**src/rtl/core/jcf_pkg.sv**
```systemverilog
// Package with phase codes, token kinds and the token type of the class file parser.
`timescale 1ns / 1ps
package jcf_pkg;
  typedef enum logic [4:0] {
    PH_IDLE = 5'd0, PH_MAGIC = 5'd1, PH_MINOR = 5'd2, PH_MAJOR = 5'd3, PH_PCOUNT = 5'd4,
    PH_PTAG = 5'd5, PH_PBODY = 5'd6, PH_UTFLEN = 5'd7, PH_UTFBYTES = 5'd8,
    PH_CFLAGS = 5'd9, PH_THIS = 5'd10, PH_SUPER = 5'd11, PH_ICOUNT = 5'd12,
    PH_IFACE = 5'd13, PH_FCOUNT = 5'd14, PH_MFLAGS = 5'd15, PH_MNAME = 5'd16,
    PH_MDESC = 5'd17, PH_MACOUNT = 5'd18, PH_MCOUNT = 5'd19, PH_ANAME = 5'd20,
    PH_ALEN = 5'd21, PH_ABYTES = 5'd22, PH_CACOUNT = 5'd23, PH_DONE = 5'd24,
    PH_ERROR = 5'd25
  } phase_t;

  localparam logic [4:0] K_MAGIC = 5'd0;
  localparam logic [4:0] K_MINOR = 5'd1;
  localparam logic [4:0] K_MAJOR = 5'd2;
  localparam logic [4:0] K_PCOUNT = 5'd3;
  localparam logic [4:0] K_PTAG = 5'd4;
  localparam logic [4:0] K_PU16 = 5'd5;
  localparam logic [4:0] K_PU32 = 5'd6;
  localparam logic [4:0] K_UTFLEN = 5'd7;
  localparam logic [4:0] K_UTFBYTE = 5'd8;
  localparam logic [4:0] K_ICOUNT = 5'd12;
  localparam logic [4:0] K_IFACE = 5'd13;
  localparam logic [4:0] K_FCOUNT = 5'd14;
  localparam logic [4:0] K_MACOUNT = 5'd18;
  localparam logic [4:0] K_MCOUNT = 5'd19;
  localparam logic [4:0] K_ALEN = 5'd21;
  localparam logic [4:0] K_ABYTE = 5'd22;
  localparam logic [4:0] K_CACOUNT = 5'd23;
  localparam logic [4:0] K_END = 5'd24;
  localparam logic [4:0] K_ERROR = 5'd25;

  localparam logic [7:0] TAG_UTF8 = 8'd1;
  localparam logic [7:0] TAG_LONG = 8'd5;
  localparam logic [7:0] TAG_DOUBLE = 8'd6;
  localparam logic [7:0] TAG_MHANDLE = 8'd15;
  localparam logic [7:0] TAG_DYNAMIC = 8'd17;
  localparam logic [7:0] TAG_PACKAGE = 8'd20;
  localparam logic [15:0] MAJOR_OLDEST = 16'd45;
  localparam logic [15:0] MAJOR_SE7 = 16'd51;
  localparam logic [15:0] MAJOR_SE11 = 16'd55;

  localparam int QUEUE_DEPTH = 2;

  typedef struct packed {
    logic [4:0] kind;
    logic [31:0] value;
    logic [15:0] slot;
    logic [2:0] se;
    logic eof;
  } token_t;
endpackage

```
**src/rtl/core/jcf_front.sv**
```systemverilog
// Front end: accepts stream bytes and builds tokens with the parse state machine.
`timescale 1ns / 1ps
module jcf_front (
  input  logic clk,
  input  logic rst,
  input  logic in_valid,
  output logic in_ready,
  input  logic [7:0] data_byte,
  input  logic start_of_file,
  output logic tok_valid,
  output jcf_pkg::token_t tok,
  input  logic tok_space
);
  jcf_pkg::phase_t phase, phase_next;
  logic [1:0] bif, bif_next;
  logic [31:0] acc, acc_next;
  logic [7:0] tag, tag_next;
  logic [1:0] sub, sub_next;
  logic [15:0] pleft, pleft_next, ppos, ppos_next, lleft, lleft_next, aleft, aleft_next;
  logic [31:0] bleft, bleft_next;
  logic meth, meth_next;

  logic fire;
  assign in_ready = tok_space;
  assign fire = in_valid && in_ready;

  always_ff @(posedge clk) begin
    if (rst) begin
      phase <= jcf_pkg::PH_IDLE; bif <= '0; acc <= '0; tag <= '0; sub <= '0;
      pleft <= '0; ppos <= '0; lleft <= '0; aleft <= '0; bleft <= '0; meth <= 1'b0;
    end else if (fire) begin
      phase <= phase_next; bif <= bif_next; acc <= acc_next; tag <= tag_next;
      sub <= sub_next; pleft <= pleft_next; ppos <= ppos_next; lleft <= lleft_next;
      aleft <= aleft_next; bleft <= bleft_next; meth <= meth_next;
    end
  end

  always_comb begin
    jcf_pkg::phase_t ph;
    logic [1:0] b0;
    logic [31:0] a0, sh, v;
    logic [1:0] need;
    logic done, known, two;
    logic [15:0] ll, al, slots;
    logic [31:0] bl;
    ph = phase; b0 = bif; a0 = acc;
    tag_next = tag; sub_next = sub; pleft_next = pleft; ppos_next = ppos;
    lleft_next = lleft; aleft_next = aleft; bleft_next = bleft; meth_next = meth;
    if (start_of_file) begin
      ph = jcf_pkg::PH_MAGIC; b0 = '0; a0 = '0; tag_next = '0; sub_next = '0;
      pleft_next = '0; ppos_next = '0; lleft_next = '0; aleft_next = '0;
      bleft_next = '0; meth_next = 1'b0;
    end
    phase_next = ph;
    tok_valid = 1'b0;
    tok = '0;
    need = 2'd1;
    case (ph)
      jcf_pkg::PH_MAGIC, jcf_pkg::PH_ALEN: need = 2'd3;
      jcf_pkg::PH_PBODY: begin
        if (tag == 8'd3 || tag == 8'd4 || tag == jcf_pkg::TAG_LONG ||
            tag == jcf_pkg::TAG_DOUBLE) need = 2'd3;
        else if (tag == jcf_pkg::TAG_MHANDLE && sub == 2'd0) need = 2'd0;
        else need = 2'd1;
      end
      default: need = 2'd1;
    endcase
    sh = {a0[23:0], data_byte};
    acc_next = sh;
    done = (b0 >= need);
    bif_next = done ? 2'd0 : b0 + 2'd1;
    v = (need == 2'd3) ? sh : (need == 2'd0 ? {24'd0, sh[7:0]} : {16'd0, sh[15:0]});
    two = (tag == jcf_pkg::TAG_LONG || tag == jcf_pkg::TAG_DOUBLE);
    slots = two ? 16'd2 : 16'd1;
    ll = lleft; al = aleft; bl = bleft_next;
    known = (data_byte == 8'd1) || (data_byte >= 8'd3 && data_byte <= 8'd12) ||
            (data_byte >= jcf_pkg::TAG_MHANDLE && data_byte <= jcf_pkg::TAG_PACKAGE);
    tok.kind = ph;
    tok.value = v;
    case (ph)
      jcf_pkg::PH_IDLE, jcf_pkg::PH_ERROR: begin
        acc_next = acc; bif_next = bif;
      end
      jcf_pkg::PH_DONE: begin
        acc_next = a0; bif_next = b0;
        tok_valid = 1'b1; tok.kind = jcf_pkg::K_END; tok.value = {24'd0, data_byte};
        tok.eof = 1'b1;
      end
      jcf_pkg::PH_MAGIC, jcf_pkg::PH_MINOR: begin
        tok_valid = done;
        if (done) phase_next = (ph == jcf_pkg::PH_MAGIC) ? jcf_pkg::PH_MINOR : jcf_pkg::PH_MAJOR;
        tok.kind = (ph == jcf_pkg::PH_MAGIC) ? jcf_pkg::K_MAGIC : jcf_pkg::K_MINOR;
      end
      jcf_pkg::PH_MAJOR: begin
        tok_valid = done; tok.kind = jcf_pkg::K_MAJOR;
        if (v[15:0] < jcf_pkg::MAJOR_OLDEST) tok.se = 3'd0;
        else if (v[15:0] >= jcf_pkg::MAJOR_SE7 && v[15:0] <= jcf_pkg::MAJOR_SE11)
          tok.se = 3'(v[15:0] - jcf_pkg::MAJOR_SE7 + 16'd2);
        else tok.se = 3'd1;
        if (done) phase_next = jcf_pkg::PH_PCOUNT;
      end
      jcf_pkg::PH_PCOUNT: begin
        tok_valid = done; tok.kind = jcf_pkg::K_PCOUNT;
        if (done) begin
          pleft_next = (v[15:0] != 16'd0) ? v[15:0] - 16'd1 : 16'd0;
          ppos_next = 16'd1;
          phase_next = (v[15:0] > 16'd1) ? jcf_pkg::PH_PTAG : jcf_pkg::PH_CFLAGS;
        end
      end
      jcf_pkg::PH_PTAG: begin
        acc_next = a0; tok_valid = 1'b1; tok.slot = ppos; tok.value = {24'd0, data_byte};
        if (!known) begin
          phase_next = jcf_pkg::PH_ERROR; tok.kind = jcf_pkg::K_ERROR; tok.eof = 1'b1;
          bif_next = b0;
        end else begin
          tok.kind = jcf_pkg::K_PTAG; tag_next = data_byte; sub_next = 2'd0; bif_next = 2'd0;
          phase_next = (data_byte == jcf_pkg::TAG_UTF8) ? jcf_pkg::PH_UTFLEN : jcf_pkg::PH_PBODY;
        end
      end
      jcf_pkg::PH_PBODY, jcf_pkg::PH_UTFLEN, jcf_pkg::PH_UTFBYTES: begin
        logic edone;
        edone = 1'b0;
        tok.slot = ppos;
        if (ph == jcf_pkg::PH_PBODY) begin
          tok_valid = done; tok.kind = (need == 2'd3) ? jcf_pkg::K_PU32 : jcf_pkg::K_PU16;
          if (done) begin
            if ({1'b0, sub} + 3'd1 >= ((tag == 8'd3 || tag == 8'd4 || tag == 8'd7 ||
                tag == 8'd8 || tag == 8'd16 || tag == 8'd19 || tag == jcf_pkg::TAG_PACKAGE)
                ? 3'd1 : 3'd2)) edone = 1'b1;
            else sub_next = sub + 2'd1;
          end
        end else if (ph == jcf_pkg::PH_UTFLEN) begin
          tok_valid = done; tok.kind = jcf_pkg::K_UTFLEN;
          if (done) begin
            bleft_next = v;
            if (v == 32'd0) edone = 1'b1; else phase_next = jcf_pkg::PH_UTFBYTES;
          end
        end else begin
          acc_next = a0; bif_next = b0;
          tok_valid = 1'b1; tok.kind = jcf_pkg::K_UTFBYTE; tok.value = {24'd0, data_byte};
          bl = (bleft != 32'd0) ? bleft - 32'd1 : 32'd0;
          bleft_next = bl;
          edone = (bl == 32'd0);
        end
        if (edone) begin
          ppos_next = ppos + slots;
          pleft_next = (pleft > slots) ? pleft - slots : 16'd0;
          phase_next = (pleft > slots) ? jcf_pkg::PH_PTAG : jcf_pkg::PH_CFLAGS;
        end
      end
      jcf_pkg::PH_CFLAGS, jcf_pkg::PH_THIS, jcf_pkg::PH_SUPER, jcf_pkg::PH_MFLAGS,
      jcf_pkg::PH_MNAME, jcf_pkg::PH_MDESC, jcf_pkg::PH_ANAME: begin
        tok_valid = done;
        if (done) phase_next = jcf_pkg::phase_t'(ph + 5'd1);
      end
      jcf_pkg::PH_ICOUNT, jcf_pkg::PH_FCOUNT, jcf_pkg::PH_MCOUNT: begin
        tok_valid = done;
        if (done) begin
          lleft_next = v[15:0];
          if (ph == jcf_pkg::PH_ICOUNT)
            phase_next = (v[15:0] != 0) ? jcf_pkg::PH_IFACE : jcf_pkg::PH_FCOUNT;
          else if (ph == jcf_pkg::PH_FCOUNT) begin
            meth_next = 1'b0;
            phase_next = (v[15:0] != 0) ? jcf_pkg::PH_MFLAGS : jcf_pkg::PH_MCOUNT;
          end else begin
            meth_next = 1'b1;
            phase_next = (v[15:0] != 0) ? jcf_pkg::PH_MFLAGS : jcf_pkg::PH_CACOUNT;
          end
        end
      end
      jcf_pkg::PH_IFACE: begin
        tok_valid = done;
        if (done) begin
          ll = (lleft != 0) ? lleft - 16'd1 : 16'd0;
          lleft_next = ll;
          if (ll == 0) phase_next = jcf_pkg::PH_FCOUNT;
        end
      end
      jcf_pkg::PH_MACOUNT, jcf_pkg::PH_ALEN, jcf_pkg::PH_ABYTES: begin
        logic adone, mdone;
        adone = 1'b0; mdone = 1'b0;
        if (ph == jcf_pkg::PH_MACOUNT) begin
          tok_valid = done;
          if (done) begin
            aleft_next = v[15:0];
            if (v[15:0] == 0) mdone = 1'b1; else phase_next = jcf_pkg::PH_ANAME;
          end
        end else if (ph == jcf_pkg::PH_ALEN) begin
          tok_valid = done;
          if (done) begin
            bleft_next = v;
            if (v == 32'd0) adone = 1'b1; else phase_next = jcf_pkg::PH_ABYTES;
          end
        end else begin
          acc_next = a0; bif_next = b0;
          tok_valid = 1'b1; tok.value = {24'd0, data_byte};
          bl = (bleft != 32'd0) ? bleft - 32'd1 : 32'd0;
          bleft_next = bl;
          adone = (bl == 32'd0);
        end
        if (adone) begin
          al = (aleft != 0) ? aleft - 16'd1 : 16'd0;
          aleft_next = al;
          if (al != 0) phase_next = jcf_pkg::PH_ANAME;
          else if (meth && lleft == 0) begin
            phase_next = jcf_pkg::PH_DONE; tok.eof = 1'b1;
          end else mdone = 1'b1;
        end
        if (mdone) begin
          ll = (lleft != 0) ? lleft - 16'd1 : 16'd0;
          lleft_next = ll;
          if (ll != 0) phase_next = jcf_pkg::PH_MFLAGS;
          else phase_next = meth ? jcf_pkg::PH_CACOUNT : jcf_pkg::PH_MCOUNT;
        end
      end
      jcf_pkg::PH_CACOUNT: begin
        tok_valid = done;
        if (done) begin
          aleft_next = v[15:0]; lleft_next = '0; meth_next = 1'b1;
          if (v[15:0] == 0) begin
            phase_next = jcf_pkg::PH_DONE; tok.eof = 1'b1;
          end else phase_next = jcf_pkg::PH_ANAME;
        end
      end
      default: begin
        acc_next = acc; bif_next = bif;
      end
    endcase
    if (!in_valid) tok_valid = 1'b0;
  end
endmodule

```
**src/rtl/core/jcf_queue.sv**
```systemverilog
// Token queue between the parse front end and the output port.
`timescale 1ns / 1ps
module jcf_queue #(
  parameter int DEPTH = jcf_pkg::QUEUE_DEPTH
) (
  input  logic clk,
  input  logic rst,
  input  logic push,
  input  jcf_pkg::token_t push_tok,
  output logic space,
  output logic out_valid,
  output jcf_pkg::token_t out_tok,
  input  logic out_ready
);
  localparam int AW = (DEPTH > 1) ? $clog2(DEPTH) : 1;
  jcf_pkg::token_t mem [DEPTH];
  logic [AW-1:0] wp, rp;
  logic [AW:0] cnt;
  logic pop;
  assign space = (cnt != (AW+1)'(DEPTH));
  assign out_valid = (cnt != '0);
  assign pop = out_valid && out_ready;
  assign out_tok = mem[rp];
  always_ff @(posedge clk) begin
    if (push) mem[wp] <= push_tok;
  end
  always_ff @(posedge clk) begin
    if (rst) begin
      wp <= '0; rp <= '0; cnt <= '0;
    end else begin
      if (push) wp <= (wp == AW'(DEPTH - 1)) ? '0 : wp + AW'(1);
      if (pop) rp <= (rp == AW'(DEPTH - 1)) ? '0 : rp + AW'(1);
      cnt <= cnt + (AW+1)'(push) - (AW+1)'(pop);
    end
  end
endmodule

```
**src/rtl/core/java_class_file_token_parser.sv**
```systemverilog
// Top level of the class file token parser.
// Channel  | Handshake              | Payload
// input    | in_valid / in_ready    | data_byte, start_of_file
// output   | out_valid / out_ready  | token_kind, token_value, pool_slot, java_se_class,
//          |                        | end_of_file
// One byte is taken every cycle while the token queue has space; the parse state updates on each byte.
// A token is written into the token queue when its byte is taken; the output is read from the queue.
// Reset leaves the parser idle until a byte flagged as start of file arrives.
// Input stalls only when the token queue is full.
`timescale 1ns / 1ps
module java_class_file_token_parser #(
  parameter int QUEUE_DEPTH = jcf_pkg::QUEUE_DEPTH
) (
  input  logic clk,
  input  logic rst,
  input  logic in_valid,
  output logic in_ready,
  input  logic [7:0] data_byte,
  input  logic start_of_file,
  output logic out_valid,
  input  logic out_ready,
  output logic [4:0] token_kind,
  output logic [31:0] token_value,
  output logic [15:0] pool_slot,
  output logic [2:0] java_se_class,
  output logic end_of_file
);
  logic tv, space;
  jcf_pkg::token_t tok, otok;
  jcf_front u_front (.clk, .rst, .in_valid, .in_ready, .data_byte, .start_of_file,
    .tok_valid(tv), .tok(tok), .tok_space(space));
  jcf_queue #(.DEPTH(QUEUE_DEPTH)) u_queue (.clk, .rst, .push(tv && in_ready),
    .push_tok(tok), .space(space), .out_valid, .out_tok(otok), .out_ready);
  assign token_kind = otok.kind;
  assign token_value = otok.value;
  assign pool_slot = otok.slot;
  assign java_se_class = otok.se;
  assign end_of_file = otok.eof;
endmodule

```
**config.mk**
```make
export PLATFORM = sky130hd
export DESIGN_NAME = java_class_file_token_parser
export DESIGN_NICKNAME = d
export VERILOG_FILES = /design/src/rtl/core/jcf_pkg.sv /design/src/rtl/core/jcf_front.sv /design/src/rtl/core/jcf_queue.sv /design/src/rtl/core/java_class_file_token_parser.sv
export SDC_FILE = /design/constraint.sdc
export NUM_CORES = 1
export LEC_CHECK = 0
export BUFFER_PORTS_ARGS = -buffer_cell sky130_fd_sc_hd__buf_2
export CORE_ASPECT_RATIO = 0.6
export CORE_MARGIN = 2
export CORE_UTILIZATION = 45
export DETAILED_ROUTE_END_ITERATION = 6
export PLACE_DENSITY = 0.76
export SYNTH_ARGS = -nofsm -noshare
export SYNTH_HDL_FRONTEND = slang
export SYNTH_SLANG_ARGS = --single-unit
```
**constraint.sdc**
```tcl
create_clock -name clk -period 6.85 [get_ports clk]
set_clock_uncertainty 0.2 [all_clocks]
set_input_delay 0.3425 -clock clk [delete_from_list [all_inputs] [get_ports clk]]
set_output_delay 0.3425 -clock clk [all_outputs]
set_load 0.02 [all_outputs]
```
==> results of run 1 <==
state kept, by name (all words and copies together), names as in the netlist, 5 cells and up, named ones only:
signal and count:
u_front.pleft 16, u_front.phase 5, u_front.acc 24, u_front.tag 8, u_front.lleft 16, u_front.aleft 16
u_front.ppos 16, u_queue.mem 114, u_front.bleft 32
through the flow:
step	hold WS [ns]	cells	util	cell area, sq um
finish	0.0303	2739	0.499	19400
global route	0.0290	2739	0.499	19400
CTS	0.0133	2739	0.499	19400
detailed placement	0.266	2689	0.475	18500
global placement	0.259	2689	0.475	18500
floorplan	0.241	2230	-	17800
worst paths after layout:
kind,endpoint,slack [ns],depth (start not counted)
setup reg to reg,u_front.pleft[0],1.51,13
setup / recovery,u_front.pleft[0],1.51,13
hold reg to reg,u_front.tag[7],0.28,1
hold / removal,register,0.03,4
cell usage in the layout (no fill, tap or decap), types with 49 or more instances in the layout:
master and count:
buf_2 71, and2_1 52, nand2_1 201, dfxtp_1 142, nor2_1 236, nor3_1 73
nand3_1 49, buf_4 57, mux2_2 58, edfxtp_1 114, o21ai_0 170, a21oi_1 201
a22oi_1 57
worst max-delay path: cells and delay by family (launching register included):
kind / cells / cell delay (ns)
adders and majority gates: 2 / 0.98
and+or+nand+nor: 6 / 2.22
DFF: 1 / 0.32
AOI/OAI and AO/OA: 5 / 1.50
cell families (layout without fill, tap and decap cells):
| logic type | Yosys count | count (layout) |
|---|---|---|
| and+or+nand+nor | 856 | 856 |
| muxes | 74 | 74 |
| adders and majority gates | 27 | 27 |
| DFF | 257 | 257 |
| xor gates and xnor gates | 53 | 53 |
| buffers and inverters | 227 | 214 |
| AOI/OAI and AO/OA | 736 | 736 |
per-layer routing:
metal,GRT usage,vias up
met1,0.486,9068
li1,-,8286
met3,0.146,197
met4,0.0933,0
met2,0.426,1462
met5,0,-
report_power, final:
group          internal, mW  switching (mW)
combinational         0.782            1.67
clock                 0.898           0.683
sequential             1.74           0.170
area by class of cell:
class,instances,share of cell area
Inverter,36,0.00695
Clock buffer,33,0.0380
Sequential cell,257,0.323
Multi-Input combinational cell,1746,0.547
Tap cell,522,0.0336
Timing Repair Buffer,128,0.0403
Clock inverter,17,0.0106
==> reports/qor.yml, run 1 <==
synth_top_area_frac: 0.193
grt_usage: 0.331
hold_viol: 0
leakage_nw: 6.79
ant_nets: 0
yosysWarnings: 0
antenna_found_initial: 0
path_cells: "nor2b_1 -> ha_1 -> and4_1 -> nand2_1 -> ha_1 -> nand2b_1 -> a21o_2 -> nand2_1 -> o32ai_1 -> a31o_2 -> nor2_1 -> a31oi_1 -> a221oi_1"
multiInputGateArea_sq_mm: 0.0106
wl_met3_mm: 12.1
yosysTopAreaCell: "edfxtp_1"
fmax_ghz: 0.187
setup_viol: 0
wirelength_mm: 70.1
synth_compound_area_frac: 0.262
power_density_mw_per_mm2: 306
clk_latency_ns: 0.59
start_kind: "register"
register_area_sq_mm: 0.00629
portBuffers: 71
synth_most_common_cell: "nor2_1"
antenna_cells: 0
gp_congestion: 1.04
seq_area_frac_synth: 0.354
placementRows: 56
ys_ff_latch: 257
final_net_count: 2236
grt_overflow_total: 0
clkTransAtPathRegs_ns: 0.07
dp_hpwl_mm: 49.9
grt_max_degree: 52
dieHeight_microns: 158
postCtsResizedCells: 0
holdCritStartpoint: "out_ready"
cts_made_buffers: 27
yosys.cell_types.count: 85
htreeDepth: 1
grt_pass1_wl_mm: 105
path_class: "register to register"
synth_xor_area_frac: 0.0261
core_sq_mm: 0.0390
place_ws_ns: 1.49
met1_length_mm: 29.9
finalCriticalPeriod_ns: 5.34
drive_above_1_share: 0.123
fp.dieW_microns: 260
cts.sinks: 257
worst_path_max_delay_cell: "nor2_1"
rsz0062_at_grt: "false"
area_growth_pct: 9.44
synthCells: 2230
ios: 72
wl_met2_mm: 26.0
grt_pass1_vias: 17200
cp_max_fo: 21
maxUsedRoutingLayer: "met4"
ys_top_cells_by_area: "edfxtp_1 (19%), dfxtp_1 (16%), a21oi_1 (5.7%)"
yosys.area_share.simple: 0.242
slowest_delay_ns: 0.75
netlist_area_sq_mm: 0.0178
wl_per_cell_microns: 25.6
cts_hold_buf: 0
synthArstFlopShare: 0
tritoncts: "done"
failed_checks: "DRC"
start_util: 0.456
syn_area_per_cell_sq_um: 7.97
crit_required_ns: 7.13
vias: 19000
crit_start: "u_front.phase[1]"
cp-end-kind: "register"
synth_top_family_by_area: "compound AO/OA/AOI/OAI gates"
fill_cells: 3734
r2r_start: "u_front.phase[1]"
cap_violations: 0
synthTopCellsByCount: "nor2_1 (237), a21oi_1 (201), nand2_1 (201), o21ai_0 (171), clkbuf_1 (165)"
ir_worst_vdd_v: 0.000192
slew_headroom: 0.142
synthFlopType: "dfxtp_1"
outcome: "finished, violations left"
drc_errors: 1
period_share: 0.780
synthMuxAreaShare: 0.0458
power_mw: 5.94
tightest_slew_ns: 1.28
dieArea_sq_mm: 0.0411
synth_edf_count: 114
tns_ns: 0
critical_path_arrival_ns: 5.63
hold_class: "input pin to register"
drtPass1Iterations: 7
setup_slack_ns: 1.51
post_cts_buffers: 0
cts-root-buf: "clkbuf_16"
cts_buffer_depth: 3
syn_nets: 2270
viasPerCell: 6.94
synth_fa_ha_area_frac: 0.0203
drt_iter0_markers: 3431
slew_violations: 0
No activity file was read; power rests on OpenSTA's default activity.
==> run 2, diff against run 1 <==
--- a/config.mk
+++ b/config.mk
@@ -5,12 +5,13 @@
 export SDC_FILE = /design/constraint.sdc
 export NUM_CORES = 1
 export LEC_CHECK = 0
+export ABC_AREA = 1
 export BUFFER_PORTS_ARGS = -buffer_cell sky130_fd_sc_hd__buf_2
 export CORE_ASPECT_RATIO = 0.6
 export CORE_MARGIN = 2
 export CORE_UTILIZATION = 45
 export DETAILED_ROUTE_END_ITERATION = 6
-export PLACE_DENSITY = 0.76
+export PLACE_DENSITY = 0.75
 export SYNTH_ARGS = -nofsm -noshare
 export SYNTH_HDL_FRONTEND = slang
 export SYNTH_SLANG_ARGS = --single-unit
==> constraint.sdc (replaced) <==
create_clock -name clk -period 4.6 [get_ports clk]
set_clock_uncertainty 0.2 [all_clocks]
set_input_delay 0.23 -clock clk [delete_from_list [all_inputs] [get_ports clk]]
set_output_delay 0.23 -clock clk [all_outputs]
set_load 0.02 [all_outputs]
==> reports/qor.yml, run 2 <==
portBuffers: 71
power_density_mw_per_mm2: 484
path_buf_inv: 2
grt_max_degree: 99
drc_errors: 0
drtPass1Iterations: 7
outcome: "finished clean"
register_area_sq_mm: 0.00629
cap_violations: 0
final_net_count: 3042
cp-end-kind: "register"
cts_made_buffers: 25
grt_overflow_total: 0
placementRows: 60
place_ws_ns: 0.411
yosys.cell_types.count: 70
area_growth_pct: 8.41
setup_viol: 0
fill_cells: 4418
crit_required_ns: 4.72
ys_ff_latch: 257
period_share: 0.937
fp.dieW_microns: 278
cts.sinks: 257
grt_pass1_vias: 19000
path_cells: "inv_2 -> ha_1 -> nand3_4 -> nor2_2 -> nand2_1 -> nor2_1 -> nand2_1 -> nand3_1 -> nand4_1 -> nor2_1 -> nand4_2 -> nand2_4 -> inv_1 -> nor2_1 -> nand3_1 -> o211ai_1"
ys_top_cells_by_area: "edfxtp_1 (17%), dfxtp_1 (14%), nand2_1 (11%)"
antenna_found_initial: 0
wl_met3_mm: 11.5
finalCriticalPeriod_ns: 4.31
largest_registers: "u_queue.mem: 114 flops, u_front.bleft: 32 flops, u_front.acc: 24 flops"
dp_cells: 3555
start_kind: "register"
met1_length_mm: 31.9
layout_commonest_cell: "nand2_1"
ant_nets: 0
tns_ns: 0
critical_path_arrival_ns: 4.43
leakage_nw: 9.27
ir_worst_vdd_v: 0.000344
slowest_delay_ns: 0.51
seq_area_frac_synth: 0.310
wirelength_mm: 71.1
syn_nets: 3033
setup_slack_ns: 0.290
dieHeight_microns: 168
clk_latency_ns: 0.59
synth_edf_count: 114
grt_usage: 0.294
largest_register: "u_queue.mem"
synth_most_common_cell: "nand2_1"
multiInputGateArea_sq_mm: 0.0117
ios: 72
drt_iter0_markers: 3289
path_class: "register to register"
largest_reg_flops: 114
yosysWarnings: 0
drive_above_1_share: 0.121
worst_path_max_delay_cell: "nor2_2"
core_sq_mm: 0.0446
fmax_ghz: 0.232
gp_congestion: 1.03
maxUsedRoutingLayer: "met5"
tritoncts: "done"
synthArstFlopShare: 0
synth_top_area_frac: 0.169
cp_common_cell: "nor2_1"
synthCells: 2993
netlist_area_sq_mm: 0.0202
slew_violations: 0
final_cell_mix: "nand2_1 (586), nor2_1 (376), inv_1 (358)"
viasPerCell: 6.02
yosysTopAreaCell: "edfxtp_1"
instances_no_fill: 3611
dieArea_sq_mm: 0.0468
start_util: 0.454
cp_max_fo: 17
wl_met2_mm: 26.5
htreeDepth: 1
tightest_slew_ns: 0.968
cts_buffer_depth: 3
dp_hpwl_mm: 49.8
cp_top_family: "simple AND/OR/NAND/NOR gates"
synthTopCellsByCount: "nand2_1 (590), nor2_1 (379), inv_1 (360), o21ai_0 (247), a21oi_1 (242)"
synthFlopType: "dfxtp_1"
clkTransAtPathRegs_ns: 0.08
syn_area_per_cell_sq_um: 6.77
cts-root-buf: "clkbuf_16"
slew_headroom: 0.352
hold_class: "input pin to register"
rsz0062_at_grt: "false"
wl_per_cell_microns: 19.7
vias: 21700
hold_viol: 0
worst_hold_slack_ns: 0.0547
grt_pass1_wl_mm: 110
## run 2: cell types whose count changed in the layout (fill, tap and decap cells not counted), moves of 33 or more
cell,before,now
nor2_1,236,376
o21ai_0,170,246
inv_1,34,358
o211ai_1,26,59
and3_1,37,2
and2_1,52,1
a21oi_1,201,242
nand2_1,201,586
a22oi_1,57,10
nand3_1,49,161
## run 2: report_power, final
group          total (mW)  switching [mW]  internal, mW
Combinational        5.41            3.83          1.58
Clock                2.17            1.02          1.15
Sequential           3.06           0.317          2.74
## run 2: worst paths after layout
check              startpoint                 to  slack (ns)  cells after the start
max reg2reg  u_front.bleft[0]  u_queue.mem[1][0]        0.29                     16
max          u_front.bleft[0]  u_queue.mem[1][0]        0.29                     16
min             start_of_file   u_front.aleft[8]        0.05                      4
min reg2reg        u_queue.rp           register        0.25                      1
## run 2: routing by layer
metal / global-route usage / vias up
met2: 0.384 / 1512
met1: 0.452 / 9915
met4: 0.0501 / 2
met3: 0.111 / 106
met5: 0.0123 / -
li1: - / 10200
## run 2: layout make-up
cell class / instances / area share
multi-input combinational: 2195 / 0.533
sequential: 257 / 0.286
inverter: 385 / 0.0669
timing repair buffer: 138 / 0.0425
tap: 589 / 0.0336
clock buffer: 29 / 0.0296
clock inverter: 17 / 0.00787
antenna: 1 / 0.000114
## run 2: cells by family (layout without fill, tap and decap cells)
| group | count (synthesis) | count (layout) | share of synthesized area |
|---|---|---|---|
| compound gates | 744 | 744 | 0.221 |
| xor+xnor | 41 | 41 | 0.0177 |
| fa+ha+maj | 27 | 27 | 0.0178 |
| buf+inv | 541 | 569 | 0.113 |
| flops | 257 | 257 | 0.310 |
| mux | 57 | 57 | 0.0317 |
| other cells | 0 | 1 | 0 |
| simple gates | 1326 | 1326 | 0.288 |
## run 2: worst reg2reg max path: cells and delay by family, from the launching register on
kind                       cells  cell delay [ns]
adders and majority gates      1             0.26
DFF                            1             0.35
buffers and inverters          2             0.26
and+or+nand+nor               12             2.66
AOI/OAI and AO/OA              1             0.33
## run 2: per-stage QoR
stage | total power [mW] | utilization | instance area [sq um]
finish | 10.6 | 0.492 | 22000
global route | 11.3 | 0.492 | 21900
CTS | 10.4 | 0.492 | 21900
detailed placement | 8.26 | 0.472 | 21000
global placement | 8.21 | 0.472 | 21000
floorplan | 6.79 | - | 20300
## run 2: timing repair
| action | 4_1_cts | 5_1_grt |
|---|---|---|
| endpoints found under the setup margin | 0 | 2 |
| hold endpoints to repair | 22 | 0 |
| setup buffers | 0 | 0 |
| gates resized for setup | 0 | 2 |
| hold buffers | 9 | 0 |
